## src/rtl/ntm_pkg.sv

```systemverilog
`timescale 1ns / 1ps

package ntm_pkg;

    typedef logic [7:0] pixel_t;

    typedef struct packed {
        pixel_t above;
        pixel_t center;
        pixel_t below;
    } column_t;

    // one pending mask computation: center column with its two neighbors
    typedef struct packed {
        column_t left;
        column_t mid;
        column_t right;
        logic    last;
    } job_t;

    typedef struct packed {
        logic [2:0] filter_type;
        logic       horiz_halve;
        logic [1:0] vert_scale;
    } ntm_cfg_t;

    localparam int CFG_INDEX_W = 2;
    localparam int CFG_DATA_W  = 3;

    localparam logic [CFG_INDEX_W-1:0] REG_FILTER_TYPE = 2'd0;
    localparam logic [CFG_INDEX_W-1:0] REG_HORIZ_HALVE = 2'd1;
    localparam logic [CFG_INDEX_W-1:0] REG_VERT_SCALE  = 2'd2;

    localparam logic [2:0] MODE_HV_AXIS = 3'd0;
    localparam logic [2:0] MODE_HV_DIAG = 3'd1;
    localparam logic [2:0] MODE_DEV4    = 3'd2;
    localparam logic [2:0] MODE_DEV8    = 3'd3;
    localparam logic [2:0] MODE_RANGE5  = 3'd4;
    localparam logic [2:0] MODE_RANGE9  = 3'd5;

    localparam logic [1:0] VSCALE_NONE    = 2'd0;
    localparam logic [1:0] VSCALE_HALF    = 2'd1;
    localparam logic [1:0] VSCALE_QUARTER = 2'd2;

    localparam logic [2:0] FILTER_TYPE_RST = MODE_HV_AXIS;
    localparam logic       HORIZ_HALVE_RST = 1'b0;
    localparam logic [1:0] VERT_SCALE_RST  = VSCALE_HALF;

    localparam int JOB_DEPTH_DEF = 4;

    localparam int S_TDATA_W = 24;
    localparam int M_TDATA_W = 16;

endpackage

```

## src/rtl/ntm_thresh.sv

```systemverilog
`timescale 1ns / 1ps

module ntm_thresh
    import ntm_pkg::*;
(
    input  job_t     job,
    input  ntm_cfg_t cfg,
    output pixel_t   at
);

    function automatic pixel_t min8(input pixel_t a, input pixel_t b);
        return (a < b) ? a : b;
    endfunction

    function automatic pixel_t max8(input pixel_t a, input pixel_t b);
        return (a > b) ? a : b;
    endfunction

    function automatic pixel_t adiff(input pixel_t a, input pixel_t b);
        return (a > b) ? (a - b) : (b - a);
    endfunction

    function automatic pixel_t half_up(input pixel_t v);
        logic [8:0] s;
        s = {1'b0, v} + 9'd1;
        return s[8:1];
    endfunction

    pixel_t ul, l, dl, u, c, d, ur, r, dr;
    pixel_t vmin, vmax, hmin, hmax, gmin, gmax, pmin, pmax;
    pixel_t vlo, vhi, va, vb, ha, hb, part_v, part_h;

    always_comb begin
        ul = job.left.above;  l = job.left.center;  dl = job.left.below;
        u  = job.mid.above;   c = job.mid.center;   d  = job.mid.below;
        ur = job.right.above; r = job.right.center; dr = job.right.below;

        vmin = min8(u, d);
        vmax = max8(u, d);
        hmin = min8(l, r);
        hmax = max8(l, r);
        gmin = min8(min8(ul, ur), min8(dl, dr));
        gmax = max8(max8(ul, ur), max8(dl, dr));
        pmin = min8(vmin, hmin);
        pmax = max8(vmax, hmax);

        vlo = (cfg.filter_type == MODE_HV_DIAG) ? min8(vmin, gmin) : vmin;
        vhi = (cfg.filter_type == MODE_HV_DIAG) ? max8(vmax, gmax) : vmax;
        va  = adiff(vlo, c);
        vb  = adiff(vhi, c);
        ha  = adiff(hmin, c);
        hb  = adiff(hmax, c);

        case (cfg.vert_scale)
            VSCALE_HALF:    part_v = max8(half_up(va), half_up(vb));
            VSCALE_QUARTER: part_v = max8(va >> 2, vb >> 2);
            default:        part_v = max8(va, vb);
        endcase
        part_h = cfg.horiz_halve ? max8(half_up(ha), half_up(hb)) : max8(ha, hb);

        case (cfg.filter_type)
            MODE_HV_AXIS, MODE_HV_DIAG: at = max8(part_v, part_h);
            MODE_DEV4:   at = max8(adiff(pmin, c), adiff(pmax, c));
            MODE_DEV8:   at = max8(adiff(min8(pmin, gmin), c), adiff(max8(pmax, gmax), c));
            MODE_RANGE5: at = max8(pmax, c) - min8(pmin, c);
            default:     at = max8(max8(pmax, gmax), c) - min8(min8(pmin, gmin), c);
        endcase
    end

endmodule

```

## src/rtl/neighborhood_threshold_mask_3x3.sv

```systemverilog
`timescale 1ns / 1ps
// A completed window's job enters the job queue on accept and the output register when popped.
// Throughput: one column per cycle while s_tready is high; a row end adds a second result,
// absorbed by the JOB_DEPTH entry job queue, drained while the next row's first column yields none.
// Reset (aresetn low, synchronous): clears column history, row position, job queue
// and output valid; registers return to mode 0, no horizontal halving, vertical half.

module neighborhood_threshold_mask_3x3
    import ntm_pkg::*;
#(
    parameter int JOB_DEPTH = JOB_DEPTH_DEF
) (
    input  logic                   aclk,
    input  logic                   aresetn,
    input  logic                   cfg_wr_en,
    input  logic [CFG_INDEX_W-1:0] cfg_index,
    input  logic [CFG_DATA_W-1:0]  cfg_wdata,
    input  logic                   s_tvalid,
    output logic                   s_tready,
    input  logic [S_TDATA_W-1:0]   s_tdata,   // pixel_above, pixel_center, pixel_below
    input  logic                   s_tlast,   // row_end
    output logic                   m_tvalid,
    input  logic                   m_tready,
    output logic [M_TDATA_W-1:0]   m_tdata,   // quarter_mask[5:0], half_mask[13:6], zero pad
    output logic                   m_tlast    // row_last
);

    localparam int PTR_W = $clog2(JOB_DEPTH);
    localparam int CNT_W = $clog2(JOB_DEPTH + 1);

    typedef enum logic [2:0] {
        ROW_START = 3'b001,
        ONE_COL   = 3'b010,
        STREAM    = 3'b100
    } row_state_t;

    ntm_cfg_t   cfg_reg;
    row_state_t state_reg, state_next;
    column_t    left_reg, left_next, mid_reg, mid_next, col_in;

    job_t       job_mem [JOB_DEPTH];
    logic [PTR_W-1:0] wr_ptr_reg, rd_ptr_reg;
    logic [CNT_W-1:0] count_reg;

    job_t       job_first, job_second;
    logic [1:0] push_cnt;
    logic       accept, pop;
    pixel_t     at;

    logic                 m_tvalid_reg;
    logic [5:0]           quarter_reg;
    pixel_t               half_reg;
    logic                 last_reg;
    logic [8:0]           at_plus;

    always_ff @(posedge aclk) begin
        if (!aresetn) begin
            cfg_reg.filter_type <= FILTER_TYPE_RST;
            cfg_reg.horiz_halve <= HORIZ_HALVE_RST;
            cfg_reg.vert_scale  <= VERT_SCALE_RST;
        end else if (cfg_wr_en) begin
            case (cfg_index)
                REG_FILTER_TYPE: cfg_reg.filter_type <= cfg_wdata[2:0];
                REG_HORIZ_HALVE: cfg_reg.horiz_halve <= cfg_wdata[0];
                REG_VERT_SCALE:  cfg_reg.vert_scale  <= cfg_wdata[1:0];
                default: ;
            endcase
        end
    end

    assign col_in   = '{above: s_tdata[7:0], center: s_tdata[15:8], below: s_tdata[23:16]};
    assign s_tready = aresetn && (count_reg <= CNT_W'(JOB_DEPTH - 2));
    assign accept   = s_tvalid && s_tready;

    // window sequencing: up to two jobs per request
    always_comb begin
        state_next = state_reg;
        left_next  = left_reg;
        mid_next   = mid_reg;
        job_first  = '{left: left_reg, mid: mid_reg, right: col_in, last: 1'b0};
        job_second = '{left: mid_reg, mid: col_in, right: mid_reg, last: 1'b1};
        push_cnt   = 2'd0;
        if (accept) begin
            case (state_reg)
                ROW_START: begin
                    mid_next  = col_in;
                    job_first = '{left: col_in, mid: col_in, right: col_in, last: 1'b1};
                    if (s_tlast) begin
                        push_cnt = 2'd1;
                    end else begin
                        state_next = ONE_COL;
                    end
                end
                ONE_COL, STREAM: begin
                    if (state_reg == ONE_COL) begin
                        job_first.left = col_in;
                    end
                    left_next  = mid_reg;
                    mid_next   = col_in;
                    state_next = s_tlast ? ROW_START : STREAM;
                    push_cnt   = s_tlast ? 2'd2 : 2'd1;
                end
                default: state_next = ROW_START;
            endcase
        end
    end

    always_ff @(posedge aclk) begin
        if (!aresetn) begin
            state_reg <= ROW_START;
            left_reg  <= '0;
            mid_reg   <= '0;
        end else begin
            state_reg <= state_next;
            left_reg  <= left_next;
            mid_reg   <= mid_next;
        end
    end

    // job queue
    assign pop = (count_reg != '0) && (!m_tvalid_reg || m_tready);

    always_ff @(posedge aclk) begin
        if (push_cnt != 2'd0) begin
            job_mem[wr_ptr_reg] <= job_first;
        end
        if (push_cnt == 2'd2) begin
            job_mem[wr_ptr_reg + PTR_W'(1)] <= job_second;
        end
    end

    always_ff @(posedge aclk) begin
        if (!aresetn) begin
            wr_ptr_reg <= '0;
            rd_ptr_reg <= '0;
            count_reg  <= '0;
        end else begin
            wr_ptr_reg <= wr_ptr_reg + PTR_W'(push_cnt);
            rd_ptr_reg <= rd_ptr_reg + PTR_W'(pop);
            count_reg  <= count_reg + CNT_W'(push_cnt) - CNT_W'(pop);
        end
    end

    ntm_thresh u_thresh (
        .job (job_mem[rd_ptr_reg]),
        .cfg (cfg_reg),
        .at  (at)
    );

    assign at_plus = {1'b0, at} + 9'd1;

    always_ff @(posedge aclk) begin
        if (!aresetn) begin
            m_tvalid_reg <= 1'b0;
        end else if (pop) begin
            m_tvalid_reg <= 1'b1;
        end else if (m_tready) begin
            m_tvalid_reg <= 1'b0;
        end
    end

    always_ff @(posedge aclk) begin
        if (pop) begin
            quarter_reg <= at[7:2];
            half_reg    <= at_plus[8:1];
            last_reg    <= job_mem[rd_ptr_reg].last;
        end
    end

    assign m_tvalid = m_tvalid_reg;
    assign m_tdata  = {2'b00, half_reg, quarter_reg};
    assign m_tlast  = last_reg;

    a_queue_bound: assert property (@(posedge aclk) disable iff (!aresetn)
        count_reg <= CNT_W'(JOB_DEPTH))
        else $error("job queue overflow");

    a_count_track: assert property (@(posedge aclk) disable iff (!aresetn)
        $past(aresetn) |-> count_reg == $past(count_reg) + CNT_W'($past(push_cnt))
                                        - CNT_W'($past(pop)))
        else $error("job count mismatch");

    a_row_end_restart: assert property (@(posedge aclk) disable iff (!aresetn)
        (accept && s_tlast) |=> state_reg == ROW_START)
        else $error("row end did not restart row");

    a_row_end_two: assert property (@(posedge aclk) disable iff (!aresetn)
        (accept && s_tlast && state_reg != ROW_START) |-> push_cnt == 2'd2)
        else $error("row end missing trailing result");

endmodule
```

## config.mk

```make
export PLATFORM = sky130hd
export DESIGN_NAME = neighborhood_threshold_mask_3x3
export DESIGN_NICKNAME = d
export VERILOG_FILES = /design/src/rtl/ntm_pkg.sv /design/src/rtl/ntm_thresh.sv /design/src/rtl/neighborhood_threshold_mask_3x3.sv
export SDC_FILE = /design/constraint.sdc
export NUM_CORES = 1
export LEC_CHECK = 0
export ABC_AREA = 1
export BUFFER_PORTS_ARGS = -buffer_cell sky130_fd_sc_hd__buf_4
export CAP_MARGIN = 10
export CORE_UTILIZATION = 65
export DETAILED_ROUTE_END_ITERATION = 10
export GPL_ROUTABILITY_DRIVEN = 0
export PLACE_DENSITY = 0.86
export SLEW_MARGIN = 10
export SYNTH_ARGS = -nofsm -noshare
export SYNTH_HDL_FRONTEND = slang
export SYNTH_HIERARCHICAL = 1
export SYNTH_SLANG_ARGS = --single-unit
```

## constraint.sdc

```tcl
create_clock -name aclk -period 15.7 [get_ports aclk]
set_input_delay 2.355 -clock aclk [delete_from_list [all_inputs] [get_ports aclk]]
set_output_delay 2.355 -clock aclk [all_outputs]
set_load 0.01 [all_outputs]
```

### Word level (Yosys, flattened, before mapping)

Memories as Yosys holds them, arrays and structs flattened. A register that Yosys moved wholly into a read port is not among the register bits.
Cells that the tools add are included.

* multiplexer cells: 59
* reductions and logical operators: 19
* eq/ne operators: 13
* $lt $le $gt $ge: 35
* add/sub/neg operators: 28

Operators with widths (number)
* 2-to-1 mux 8 bit: 38
* > comparator 8 bit: 23
* subtractor 8 bit: 18
* less-than comparator 8 bit: 10
* 2-to-1 mux 73 bit: 1
* 2-to-1 mux 49 bit: 1
* one-hot mux 24 bit (2 select lines): 1
* adder 8 x 1 -> 9 bit (second input constant): 5
* one-hot mux 8 bit (4 select lines): 1
* 2-to-1 mux 24 bit: 1
* one-hot mux 8 bit (2 select lines): 1
* AND reduction 2 bit: 6
* equality test 3 x 2 -> 1 bit (second input constant): 3
* 2-to-1 mux 1 bit: 7
* equality test 2 bit (second input constant): 3
* equality test 3 x 1 -> 1 bit (second input constant): 2
* equality test 3 bit (second input constant): 2
* > comparator 6 bit: 1
* 2-to-1 mux 2 bit: 3
* 2-to-1 mux 3 bit: 2
* 2-to-1 mux 6 bit: 1
* one-hot mux 3 bit (2 select lines): 1
* equality test 2 x 1 -> 1 bit (second input constant): 2
* one-hot mux 2 bit (2 select lines): 1
* 16 further kinds: 20

* output and inout port bits: 19
* logic and storage cells: 172
* input port bits: 35
* memories: 1
* bits in writable memories: 292
* flip-flop bits (word level): 80

Memory list
* job_mem: depth 4, bits a word 73, read ports 1, clocked after memory_dff 1, wr ports 2, RTL line neighborhood_threshold_mask_3x3.sv:41 `job_t job_mem [JOB_DEPTH];`

### Logic depth before layout (Yosys ltp)

* depth after elaboration: 17
* gate-level depth with buffers: 84
* mapped depth without buffers: 78

### By module

Netlist, hierarchy kept.

By module, submodules not included
* neighborhood_threshold_mask_3x3: times used 1, cells each 1936, area each 17425.5 um^2, sequential area each 10480.1 um^2
* ntm_thresh: times used 1, cells each 1989, area each 12172.9 um^2, sequential area each 0.0 um^2

### Least setup slack after synthesis

No wires, ideal clock.

* path kind: reg-to-reg
* start: register rd_ptr_reg[0] (netlist name)
* end: register half_reg[6] (data pin)
* data required time: 15442 ps
* setup slack: 4319 ps
* cell stages (with the launch flop): 78
* period minus slack after synthesis: 11381 ps
* arrival time: 11123 ps
* setup time: 258 ps
* buffers on the path: 9
* path through: dfxtp_1 -> clkbuf_1 -> inv_1 -> clkbuf_1 -> clkbuf_1 -> nor2_1 -> o22ai_1 -> inv_1 -> ha_1 -> a21o_1 -> nor2_2 -> nand2_4 -> clkbuf_1 -> o21ai_0 -> ha_1 -> a21oi_1 -> nor2_1 -> a211oi_1 -> [... 42 more ...] -> o21ai_0 -> a21oi_1 -> o21ai_0 -> nand2_1 -> ha_1 -> nand2_1 -> o21ai_0 -> nand2_1 -> a32oi_1 -> inv_1 -> buf_2 -> nand2_1 -> o211ai_1 -> a22oi_1 -> nand3_1 -> nor3_1 -> nand3_1 -> xor2_1

RTL lines
* to (signal assigned): RTL line neighborhood_threshold_mask_3x3.sv:165 `half_reg <= at_plus[8:1];`
* to (decl): RTL line neighborhood_threshold_mask_3x3.sv:52 `pixel_t half_reg;`

==> results.json <==
{
  "drt-wirelength-per-cell_um": 19.82,
  "endpoint_kind": "flop",
  "r2r_end": "half_reg[6]$_DFFE_PP_",
  "worst_path_largest_cell_delay_ns": 0.73,
  "clk_latency_ns": 0.57,
  "fp.dieH_um": 215.4,
  "synth_edf_count": 303,
  "rsz0062_at_grt": "false",
  "antenna_found_initial": 2,
  "crit_end": "half_reg[6]$_DFFE_PP_",
  "row_count": 77,
  "reg2reg_depth": 66,
  "htreeDepth": 2,
  "grt_pass1_wl_mm": 139.2,
  "critPathLaunchType": "flop",
  "netlist_area_um2": 29600,
  "grt_overflow": 0,
  "numPortBuffers": 51,
  "grt_usage_pct": 38.09,
  "drc_errors": 0,
  "core_um2": 44610,
  "synth.avg_cell_area_um2": 7.541,
  "fin_ws_ns": 2.189,
  "setup_tns_ns": 0,
  "vias": 28030,
  "critPathKind": "flop to flop",
  "status": "complete, no violations",
  "place_ws_ns": 2.559,
  "cts_tree": "done",
  "area_delta_synth_final_pct": 6.485,
  "clock_path_buffers": 3,
  "r2r_slack_ns": 2.19,
  "period_needed_ns": 13.51,
  "finalNetCount": 4243,
  "cp_data_arrival_time_ns": 13.83,
  "initial_core_util_pct": 66.35,
  "grt_max_degree": 103,
  "numCtsBuffers": 39,
  "dr.pass1.iters": 6,
  "synthArstFlopShare_pct": 0,
  "tightest_slew_ns": 1.307,
  "synth_top_area_cell": "edfxtp_1",
  "synth_area_leaders": "edfxtp_1, nand2_1, ha_1, o21ai_0, inv_1",
  "fp.dieArea_um2": 46390,
  "hold_path_class": "flop to flop",
  "drive_gt1_share_pct": 6.395,
  "synthCells": 3925,
  "slew_viol_final": 0,
  "crit_top_cell": "nand2_1",
  "drt-total-wl_mm": 89.58,
  "root_buffer": "clkbuf_16",
  "maxCapViolations": 0,
  "synth-main-ff-cell": "edfxtp_1",
  "setup_viol": 0,
  "critPathMaxFanout": 51,
  "fp.dieW_um": 215.4,
  "r2r-start": "rd_ptr_reg[1]$_SDFF_PN0_",
  "cts_sinks": 372,
  "grt_pass1_vias": 26370,
  "fmax_ghz": 0.07401,
  "first_iter_violations": 3868,
  "cpMaxStageDelayCell": "inv_2",
  "finalHoldViolCount": 0,
  "synth-seq-cells": 372,
  "holdBufCountCts": 0,
  "crit_required_ns": 16.02,
  "postCtsSetupRepairBufs": 0,
  "io_pins": 54,
  "ys_warn_count": 6,
  "hpwlAfterDp_mm": 60.37,
  "seq_area_frac_synth_pct": 35.41,
  "finClkSkew_ns": 0.01531,
  "period_share_pct": 86.06,
  "yosysUniqueCellTypes": 61,
  "path_clk_slew_ns": 0.06,
  "synth_top_area_share_pct": 30.74,
  "viasPerCell": 6.202,
  "cp-startpoint": "rd_ptr_reg[1]$_SDFF_PN0_",
  "largest_reg_flops": 292,
  "drtAntennaViolNets": 0,
  "cts.repair.resized": 0,
  "slew_headroom_pct": 12.73
}
[metal layers]
metal  routed length [um]  global-route usage, %  vias to the layer above
met2                40490                  62.16                     1909
met3                11000                  7.301                      435
met1                32150                  46.52                    12550
met5                    0                      0                        -
met4                 5943                  23.90                        0
li1                     -                      -                    13140
[cell type report]
class                      count  area (um^2)
inverter                     425         1600
clock buffer                  54         1104
tap                          592        740.7
multi-input combinational   2973        16820
timing repair buffer          84        630.6
fill                        3529        13090
sequential                   372        10490
clock inverter                17        127.6
antenna                        2        5.005
[critical path, delay by kind of cell (launching register included)]
| kind | cells | cell delay, ns |
|---|---|---|
| AND/OR/NAND/NOR | 29 | 3.48 |
| multiplexers | 1 | 0.29 |
| AO/OA/AOI/OAI | 18 | 3.93 |
| XOR/XNOR | 3 | 0.78 |
| buffers and inverters | 8 | 2.15 |
| adder cells (fa/ha/maj) | 7 | 2.25 |
| flip-flops | 1 | 0.32 |
[cells by family (layout without fill, tap and decap cells)]
kind of cell    Yosys count  after routing  synth area share (%)
compound gates          997            997                 18.55
xor+xnor                 81             81                 2.448
fa+ha+maj               313            313                 13.71
buf+inv                 581            580                 7.939
flops                   372            372                 35.41
mux                      19             19                0.6425
other cells               1              4               0.01267
simple gates           1561           1561                 21.29
[worst min path at each step]
stage,startpoint,endpoint,cells after the start
after floorplan,cfg_reg[2]$_SDFFE_PN0P_,cfg_reg[2]$_SDFFE_PN0P_,2
after global placement,job_mem[2][0]$_SDFFE_PP1N_,job_mem[2][0]$_SDFFE_PP1N_,2
after CTS,job_mem[0][0]$_SDFFE_PP1P_,job_mem[0][0]$_SDFFE_PP1P_,2
after global routing,job_mem[2][0]$_SDFFE_PP1N_,job_mem[2][0]$_SDFFE_PP1N_,2
after detailed placement,job_mem[0][0]$_SDFFE_PP1P_,job_mem[0][0]$_SDFFE_PP1P_,2
final,job_mem[0][0]$_SDFFE_PP1P_,job_mem[0][0]$_SDFFE_PP1P_,2
[Yosys cell counts (3+ instances only)]
cell type / number
nor3_1: 17
buf_2: 37
inv_2: 23
o21a_1: 3
inv_1: 398
mux2i_1: 19
xnor2_1: 13
o221ai_1: 10
nor2_2: 7
o21ai_2: 20
fa_1: 19
nor3_2: 7
a21o_1: 13
o22ai_1: 81
buf_6: 9
nand3_1: 77
buf_4: 14
a221oi_1: 4
o21ai_1: 49
o211ai_2: 3
xor2_1: 66
a21oi_1: 216
dfxtp_1: 69
nand4_1: 19
o21bai_1: 4
o21ai_0: 537
a32oi_1: 4
nand2_1: 1116
clkbuf_1: 95
a211oi_1: 19
nand2_4: 10
ha_1: 294
nand2_2: 12
clkinv_1: 3
nor2_1: 273
o211ai_1: 17
edfxtp_1: 303
nand3b_1: 8
or2_1: 5
[layout by cell type (no fill, tap or decap), drive strengths merged, types with 20 or more instances in the layout]
master,synthesis,routed
o22ai,81,81
ha,294,294
buf,61,84
nor3,24,24
dfxtp,69,69
o21ai,606,606
nand2,1138,1138
nor2,281,281
a21oi,218,218
edfxtp,303,303
inv,422,425
nand3,81,81
o211ai,20,20
xor2,68,68
clkbuf,95,54
[through the flow]
stage	std cells	utilization [%]	hold WS, ns	area, um^2
2_1_floorplan	3926	-	0.4224	29600
3_3_place_gp	4446	67.89	0.4401	30280
3_5_place_dp	4446	67.89	0.4534	30280
4_1_cts	4517	70.65	0.4671	31510
5_1_grt	4519	70.66	0.4947	31520
6_report	4519	70.66	0.4705	31520
Power is left out: the tool's default activity adds up to more than one toggle a clock period on the data nets, which glitch-free logic cannot reach.
